`src/mre_pkg.sv`:
```
// Shared types, codes and constants for the mini RISC instruction executor.
// Used by the controller, the datapath, the address wrap unit and the checker.
package mre_pkg;

    localparam int unsigned WORD_W      = 32;
    localparam int unsigned REG_IDX_W   = 4;
    localparam int unsigned REG_COUNT   = 16;
    localparam int unsigned LOAD_ADDR_W = 14;
    localparam int unsigned PC_OUT_W    = 14;
    localparam int unsigned STATUS_W    = 3;
    localparam int unsigned ADDR_CALC_W = 33;

    localparam int unsigned OP_MSB  = 27;
    localparam int unsigned OP_LSB  = 24;
    localparam int unsigned RS_MSB  = 23;
    localparam int unsigned RS_LSB  = 20;
    localparam int unsigned RT_MSB  = 19;
    localparam int unsigned RT_LSB  = 16;
    localparam int unsigned RD_MSB  = 15;
    localparam int unsigned RD_LSB  = 12;
    localparam int unsigned IMM_MSB = 15;

    localparam logic [WORD_W-1:0] RF_RESET_VALUE = WORD_W'(-32'sd31768);

    typedef logic [WORD_W-1:0] t_word;

    typedef enum logic [3:0] {
        OP_ADD  = 4'd0,
        OP_SUB  = 4'd1,
        OP_SLT  = 4'd2,
        OP_OR   = 4'd3,
        OP_NAND = 4'd4,
        OP_ADDI = 4'd5,
        OP_SLTI = 4'd6,
        OP_ORI  = 4'd7,
        OP_LUI  = 4'd8,
        OP_LW   = 4'd9,
        OP_SW   = 4'd10,
        OP_BEQ  = 4'd11,
        OP_JALR = 4'd12,
        OP_JUMP = 4'd13,
        OP_HALT = 4'd14,
        OP_NOP  = 4'd15
    } t_opcode;

    typedef enum logic [STATUS_W-1:0] {
        ST_LOADED   = 3'd0,
        ST_EXECUTED = 3'd1,
        ST_HALTED   = 3'd2,
        ST_NOP      = 3'd3,
        ST_IGNORED  = 3'd4
    } t_status;

    typedef enum logic [2:0] {
        S_IDLE,
        S_LOAD,
        S_FETCH,
        S_DECODE,
        S_WAIT_MOD,
        S_MEM_RD,
        S_COMMIT
    } t_state;

    typedef struct packed {
        logic capture;
        logic start_load;
        logic latch_ir;
        logic decode;
        logic rd_data_addr;
        logic mod_take;
        logic load_word;
        logic commit;
    } t_dp_cmd;

    typedef struct packed {
        logic halted;
        logic need_mod;
        logic is_lw;
        logic mod_done;
        logic out_free;
    } t_dp_stat;

    function automatic t_word rf_reset_value(logic [REG_IDX_W-1:0] idx);
        return (idx == '0) ? '0 : RF_RESET_VALUE;
    endfunction

endpackage

```
`src/mre_ctrl.sv`:
```
// Controller state machine of the executor: sequences fetch, decode,
// address wrap, data access and commit. Depends on mre_pkg.
module mre_ctrl (
    input  logic              i_clk,
    input  logic              i_rst_n,
    input  logic              i_valid,
    input  logic              i_mode,
    input  mre_pkg::t_dp_stat i_stat,
    output logic              o_ready,
    output mre_pkg::t_dp_cmd  o_cmd
);
    import mre_pkg::*;

    t_state r_state;
    t_state n_state;

    always_ff @(posedge i_clk) begin
        if (!i_rst_n) begin
            r_state <= S_IDLE;
        end else begin
            r_state <= n_state;
        end
    end

    always_comb begin
        n_state = r_state;
        case (r_state)
            S_IDLE: begin
                if (i_valid) begin
                    if (!i_mode) begin
                        n_state = S_LOAD;
                    end else if (i_stat.halted) begin
                        n_state = S_COMMIT;
                    end else begin
                        n_state = S_FETCH;
                    end
                end
            end
            S_LOAD:   n_state = S_WAIT_MOD;
            S_FETCH:  n_state = S_DECODE;
            S_DECODE: n_state = i_stat.need_mod ? S_WAIT_MOD : S_COMMIT;
            S_WAIT_MOD: begin
                if (i_stat.mod_done) begin
                    n_state = i_stat.is_lw ? S_MEM_RD : S_COMMIT;
                end
            end
            S_MEM_RD: n_state = S_COMMIT;
            S_COMMIT: begin
                if (i_stat.out_free) begin
                    n_state = S_IDLE;
                end
            end
            default:  n_state = S_IDLE;
        endcase
    end

    always_comb begin
        o_cmd   = '0;
        o_ready = 1'b0;
        case (r_state)
            S_IDLE: begin
                o_ready     = 1'b1;
                o_cmd.capture = i_valid;
            end
            S_LOAD:   o_cmd.start_load = 1'b1;
            S_FETCH:  o_cmd.latch_ir = 1'b1;
            S_DECODE: o_cmd.decode = 1'b1;
            S_WAIT_MOD: begin
                o_cmd.rd_data_addr = 1'b1;
                o_cmd.mod_take     = i_stat.mod_done;
            end
            S_MEM_RD: o_cmd.load_word = 1'b1;
            S_COMMIT: o_cmd.commit = i_stat.out_free;
            default:  o_cmd = '0;
        endcase
    end

endmodule

```
`config.mk`:
```
export PLATFORM = sky130hd
export DESIGN_NAME = mre_ctrl
export DESIGN_NICKNAME = d
export VERILOG_FILES = /design/src/mre_pkg.sv /design/src/mre_ctrl.sv
export SDC_FILE = /design/constraint.sdc
export NUM_CORES = 1
export LEC_CHECK = 0
export BUFFER_PORTS_ARGS = -buffer_cell sky130_fd_sc_hd__buf_4
export CORE_AREA = 2 2 39 41
export CTS_BUF_LIST = sky130_fd_sc_hd__clkbuf_4
export CTS_CLUSTER_DIAMETER = 200
export CTS_CLUSTER_SIZE = 10
export DETAILED_ROUTE_END_ITERATION = 6
export DIE_AREA = 0 0 41 43
export HOLD_SLACK_MARGIN = 0.12
export PLACE_DENSITY_LB_ADDON = 0.1
export SLEW_MARGIN = 20
export SYNTH_ARGS = -nofsm -noshare
export SYNTH_HDL_FRONTEND = slang
export SYNTH_SLANG_ARGS = --single-unit
```
`constraint.sdc`:
```
create_clock -name i_clk -period 1.2 [get_ports i_clk]
set_clock_uncertainty 0.05 [all_clocks]
set_input_delay 0.24 -clock i_clk [delete_from_list [all_inputs] [get_ports i_clk]]
set_output_delay 0.24 -clock i_clk [all_outputs]
set_load 0.005 [all_outputs]
```
==> results.md, run 1 <==
* CTS tree: yes
* Post-CTS Hold Buffers at 0
* Total wire length at 820 um
* Clock transition at the registers of the reported paths at 40 ps
* Dpl hpwl at 617.6 um
* Worst Setup End Kind: output port
* Initial Utilization at 0.2179
* Reg2reg path depth at 5
* FF-to-FF setup slack at 70 ps
* Capturing point of the worst reg2reg path: r_state[0]
* Mean Syn Cell Area at 7.732 um2
* First-pass GRT wire length at 1407 um
* Internal power component at 0.4807 mW
* DRT antenna net count at 0
* CTS buffer count at 3
* Die H at 43 um
* CTS Buffer Depth at 2
* CP Launch Point: r_state[2]
* Switching share of power at 0.3141
* Final Hold Viols at 0
* Via Count at 365
* Slew Limit Fails at 0
* Pin count of the biggest net entering global routing at 8
* Final Setup Violations at 9
* Failing checks: negative setup slack
* Slew HR at 0.8671
* Seq/Total Area, Yosys at 0.1992
* Ports at 18
* Max-Cap Viols at 0
* Fin crit share at 1.140
* DRC errors left at 0
* Total net switching power at 0.2201 mW
* Fmax at 0.7310 GHz
* Initial antenna violation count at 0
* Via density per instance at 4.398
* PortBufs at 17
* Async SR Flop Fraction at 0
* Total grt overflow at 0
* CP Launch Type: register
* Worst Setup EP: o_cmd[2]
* Total power at 0.7008 mW
* Biggest register: r_state
* YS warnings at 0
* Area leader, netlist: dfxtp_1
* #FFs+latches synth at 3
* Count leader, synth: nor2_1
* Logic pwr share at 0.474
* Placed cell areas at 465.4 um2
* Share of cells above drive strength 1 at 0.6866
* CP arrival at 1080 ps
* Status: finished, violations left
* Total GRT Usage at 0.1184
* GPL Wtd Cong at 0.6814
* Synth Flop Type: dfxtp_1
* Core area at 1384 um2
* Power share of the clock group at 0.293
* Number of distinct library cells after synthesis at 24
* Share of the synthesized area in the top cell type at 0.1992
* Die area at 1763 um2
* Worst Setup Path Type: register to output port
* Mapped Cells at 39
* Synth cell count leaders: nor2_1 (6), o21ai_0 (4), dfxtp_1 (3), nand2b_1 (3)
* Tightest Hold Check Type: input port to register
* Iteration-0 DRC Markers at 3
* Drt first pass iters at 4
* Critical Path Fanout Max at 6
* Flop pwr share at 0.232
* Tmin final at 1368 ps
* Die Wd at 41 um
* Required @ worst endpoint at 910 ps
* TritonCTS Sinks at 3
* Worst r2r src: r_state[2]
* Worst Max-Slew Pin Slew at 197.2 ps
* Largest register FFs at 3
* Max VDD drop at 0.4446 mV
* CTS root buf: clkbuf_4
* Number of synthesized flops with an enable pin at 0
* RSZ-0062 raised after global routing: yes
* Vias in the first global route at 342
* DR WL/cell at 9.880 um
* Biggest regs: r_state: 3 flops
* Post-Syn Nets at 48
* Std cell rows at 14
* Pwr dens at 1218 nW/um2
* Top cells by area, synth: dfxtp_1 (20%), buf_6 (7.5%), nor2_1 (7.5%), o21ai_0 (6.6%), nand2b_1 (6.2%)
* Diodes inserted at 0
* Leak pwr at 0.2683 nW
* Final #Nets at 77
* Netlist Area Pre-Place at 301.5 um2
* Clk_lat worst skew at 240 ps
* H-tree depth at 1
* Final WS setup at -168.0 ps
* Synth-to-layout area growth at 90.87%
* Design area at 575.6 um2
[critical path, stage by stage, from the launching register on]
cell and delay (ps):
dfxtp_4 380, nor3b_4 200, and2_4 170, buf_6 80
[final cells by class]
type | instances | area, um2
well taps | 16 | 20.02
fillers | 152 | 808.3
inverters | 2 | 10.01
clock buffers | 4 | 30.03
repair buffers | 27 | 217.7
flip-flops and latches | 3 | 71.32
multi-input cells | 31 | 226.5
[logic make-up after synthesis]
| kind of cell | share of synthesized area |
|---|---|
| simple gates | 0.4814 |
| buf+inv | 0.1452 |
| flops | 0.1992 |
| compound gates | 0.1743 |
[stage by stage]
| stage | hold slack [ps] | worst slack [ps] | TNS [ps] | std cells | utilization |
|---|---|---|---|---|---|
| 6_report | 158.3 | -168.0 | -1210 | 83 | 0.4159 |
| 4_1_cts | 145.6 | -191.4 | -1452 | 83 | 0.4005 |
| 2_1_floorplan | 307.2 | 79.13 | 0 | 39 | - |
| 3_5_place_dp | 412.7 | -56.32 | -301.8 | 76 | 0.3363 |
| 3_3_place_gp | 413.8 | -90.59 | -641.7 | 76 | 0.3363 |
| 5_1_grt | 156.8 | -215.1 | -1640 | 83 | 0.4159 |
[routing by layer]
layer | vias up | wire, um | track usage
li1 | 190 | - | -
met1 | 163 | 341 | 0.1667
met2 | 10 | 414 | 0.1500
met3 | 2 | 49 | 0.01571
met4 | 0 | 14 | 0.1000
met5 | - | 0 | 0
[placed cells by master (no fill, tap or decap), types with 2 or more instances in the layout]
cell type	n
buf_4	23
nand2_1	2
dfxtp_4	3
clkbuf_4	4
buf_6	4
nor2_1	4
o21ai_0	4
nand2b_1	2
[worst min-delay path by stage]
stage | start | end | slack [ps] | cells past startpoint
finish | i_stat[0] | r_state[1] | 160 | 2
global placement | i_stat[0] | r_state[1] | 410 | 2
floorplan | i_stat[0] | r_state[1] | 310 | 1
detailed placement | i_stat[0] | r_state[1] | 410 | 2
global route | i_stat[0] | r_state[1] | 160 | 2
CTS | i_stat[0] | r_state[1] | 150 | 2
[power by group through the flow]
| stage | sequential [mW] | clock (mW) | combinational, mW |
|---|---|---|---|
| 2_1_floorplan | 0.126 | 0 | 0.167 |
| 3_3_place_gp | 0.154 | 0 | 0.266 |
| 3_5_place_dp | 0.152 | 0 | 0.262 |
| 4_1_cts | 0.159 | 0.218 | 0.313 |
| 5_1_grt | 0.165 | 0.221 | 0.365 |
| 6_report | 0.163 | 0.206 | 0.332 |
[what timing repair did]
action	4_1_cts	5_1_grt
buffers inserted	3	1
pin swaps	4	4
endpoints found under the setup margin	10	11
gates resized for setup	12	6
hold endpoints to repair	0	0
No activity file was read; power rests on OpenSTA's default activity.
==> run 2: changes to the inputs <==
--- a/config.mk
+++ b/config.mk
@@ -7,13 +7,14 @@
 export LEC_CHECK = 0
 export BUFFER_PORTS_ARGS = -buffer_cell sky130_fd_sc_hd__buf_4
 export CORE_AREA = 2 2 39 41
-export CTS_BUF_LIST = sky130_fd_sc_hd__clkbuf_4
+export CTS_BUF_LIST = sky130_fd_sc_hd__clkbuf_8
 export CTS_CLUSTER_DIAMETER = 200
 export CTS_CLUSTER_SIZE = 10
 export DETAILED_ROUTE_END_ITERATION = 6
 export DIE_AREA = 0 0 41 43
 export HOLD_SLACK_MARGIN = 0.12
 export PLACE_DENSITY_LB_ADDON = 0.1
+export REMOVE_ABC_BUFFERS = 1
 export SLEW_MARGIN = 20
 export SYNTH_ARGS = -nofsm -noshare
 export SYNTH_HDL_FRONTEND = slang
==> constraint.sdc (replaced) <==
create_clock -name i_clk -period 1.3 [get_ports i_clk]
set_clock_uncertainty 0.05 [all_clocks]
set_input_delay 0.26 -clock i_clk [delete_from_list [all_inputs] [get_ports i_clk]]
set_output_delay 0.26 -clock i_clk [all_outputs]
set_load 0.005 [all_outputs]
==> results.md, run 2 (same netlist as run 1, synthesis figures left out) <==
* Dpl hpwl at 628.9 um (+1.8%)
* Dpl cells at 71 (-6.6%)
* Pin count of the biggest net entering global routing at 12 (+4)
* Tightest Hold Check Type: input port to register
* Status: finished, violations left
* CP Launch Type: register
* Top Layer Used: met3
* Clk_lat worst skew at 210 ps (-30 ps)
* Drt first pass iters at 4 (unchanged)
* Biggest register: r_state
* Final WS setup at -109.5 ps (+58.48 ps)
* Std cell rows at 14 (unchanged)
* Pwr dens at 1201 nW/um2 (-1.4%)
* Total GRT Usage at 0.1172 (-0.001121)
* Buffers and inverters on the worst path at 2 (+1)
* Placed cell areas at 427.9 um2 (-8.1%)
* Met3 Wirelength at 60 um (+22%)
* Post-CTS Hold Buffers at 0 (unchanged)
* Logic pwr share at 0.408 (-0.066)
* WL met2 at 384 um (-7.2%)
* Final Hold Viols at 0 (unchanged)
* Register area at 68.82 um2 (-3.5%)
* Slew HR at 0.8382 (-0.02891)
* Vias in the first global route at 324 (-5.3%)
* Area of the multi-input gates at 214.0 um2 (-5.5%)
* TritonCTS Sinks at 3 (unchanged)
* Max VDD drop at 0.6443 mV (+45%)
* DR WL/cell at 10.84 um (+9.7%)
* Worst Setup Path Type: register to output port
* Failing checks: negative setup slack
* Initial antenna violation count at 0 (unchanged)
* Wl on met1 at 444 um (+30%)
* CTS buffer count at 3 (unchanged)
* Tmin final at 1409 ps
* Via density per instance at 4.378 (-0.44%)
* CTS Buffer Depth at 2 (unchanged)
* CP arrival at 1100 ps (+20 ps)
* Critical Path Fanout Max at 6 (unchanged)
* Total wire length at 889 um (+8.4%)
* Fin crit share at 1.084
* Max-Cap Viols at 0 (unchanged)
* Internal power component at 0.4715 mW (-1.9%)
* PortBufs at 17 (unchanged)
* Required @ worst endpoint at 990 ps (+80 ps)
* Total net switching power at 0.1957 mW (-11%)
* Most common cell after layout, fill and taps aside: buf_4
* Total power at 0.6672 mW (-4.8%)
* Commonest non-fill, non-tap cells in the layout: buf_4 (21), nor2_1 (6), o21ai_0 (4)
* FILL cells at 154 (+1.3%)
* Die area at 1763 um2 (unchanged)
* Worst Max-Slew Pin Slew at 241.9 ps (+44.70 ps)
* Ports at 18 (unchanged)
* H-tree depth at 1 (unchanged)
* Design area at 555.5 um2 (-3.5%)
* Power share of the clock group at 0.383 (+0.090)
* Clock transition at the registers of the reported paths at 30 ps (about the same)
* First-pass GRT wire length at 1393 um (-1.0%)
* Biggest regs: r_state: 3 flops
* CTS tree: yes
* Largest register FFs at 3 (unchanged)
* Die Wd at 41 um (unchanged)
* Core area at 1384 um2 (unchanged)
* Initial Utilization at 0.2179 (unchanged)
* Synth-to-layout area growth at 84.23%
* DRC errors left at 0 (unchanged)
* Share of cells above drive strength 1 at 0.6061 (-0.08051)
* Delay-heaviest family, CP: simple AND/OR/NAND/NOR gates
* Final #Nets at 76 (-1.3%)
* GPL Wtd Cong at 0.7006 (+2.8%)
* CP peak stage delay at 320 ps (-60 ps)
* Via Count at 359 (-1.6%)
* RSZ-0062 raised after global routing: yes
* Die H at 43 um (unchanged)
* Fmax at 0.7095 GHz
* Critical path, cell by cell: buf_6 > nor3b_4 > and2_4 > buf_6
* Post-Layout Cell Count at 82 (-1.2%)
* Leak pwr at 0.2648 nW (-1.3%)
* Most used cell, CP: buf_6
* Flop pwr share at 0.209 (-0.023)
* Diodes inserted at 0 (unchanged)
* Switching share of power at 0.2933 (-0.02084)
* Slew Limit Fails at 0 (unchanged)
* Final Setup Violations at 4 (-5)
* CTS root buf: clkbuf_8
* Fin Setup TNS at -260.8 ps (+949.2 ps)
* Iteration-0 DRC Markers at 1 (-2)
* DRT antenna net count at 0 (unchanged)
* Worst Setup End Kind: output port
* Hold slack final at 227.7 ps (+69.36 ps)
* Total grt overflow at 0 (unchanged)
* Crit-path slowest cell: dfxtp_2
-- run 2: cell count changes in the layout (fill, tap and decap cells not counted), sizes merged --
cell,previous run,this run
buf,27,25
inv,2,3
-- run 2: area by class of cell --
type	instances	share of cell area
Clock inverter	1	0.006757
Timing Repair Buffer	26	0.3604
Clock buffer	3	0.07432
Multi-Input combinational cell	31	0.3851
Sequential cell	3	0.1239
Inverter	2	0.01351
Tap cell	16	0.03604
-- run 2: final timing paths --
kind | start | endpoint | slack, ps | cells past startpoint
worst max-delay path | r_state[1] | o_cmd[2] | -110 | 4
worst min-delay path | i_stat[0] | r_state[1] | 230 | 2
worst max register to register | r_state[1] | r_state[0] | 50 | 7
worst min register to register | r_state[0] | r_state[2] | 570 | 2
-- run 2: metal layers --
metal,track usage,up-vias
li1,-,188
met1,0.1597,159
met2,0.1688,12
met3,0.05236,0
met4,0.02000,0
met5,0,-
-- run 2: through the flow --
stage	worst slack [ps]	util
final	-109.5	0.4014
after CTS	-118.1	0.3825
after global placement	-4.676	0.3092
after detailed placement	-7.047	0.3092
after global routing	-166.5	0.4014
after floorplan	137.4	-
-- run 2: power by group through the flow --
stage	clock [mW]	combinational (mW)	sequential [mW]
finish	0.255	0.272	0.140
floorplan	0	0.0987	0.140
CTS	0.265	0.250	0.140
global route	0.277	0.301	0.143
global placement	0	0.215	0.139
detailed placement	0	0.212	0.138
-- run 2: repair_timing --
action                                  4_1_cts  5_1_grt
gates resized for setup                      10        1
buffers inserted                              4        3
endpoints found under the setup margin        9        9
pin swaps                                     1        1
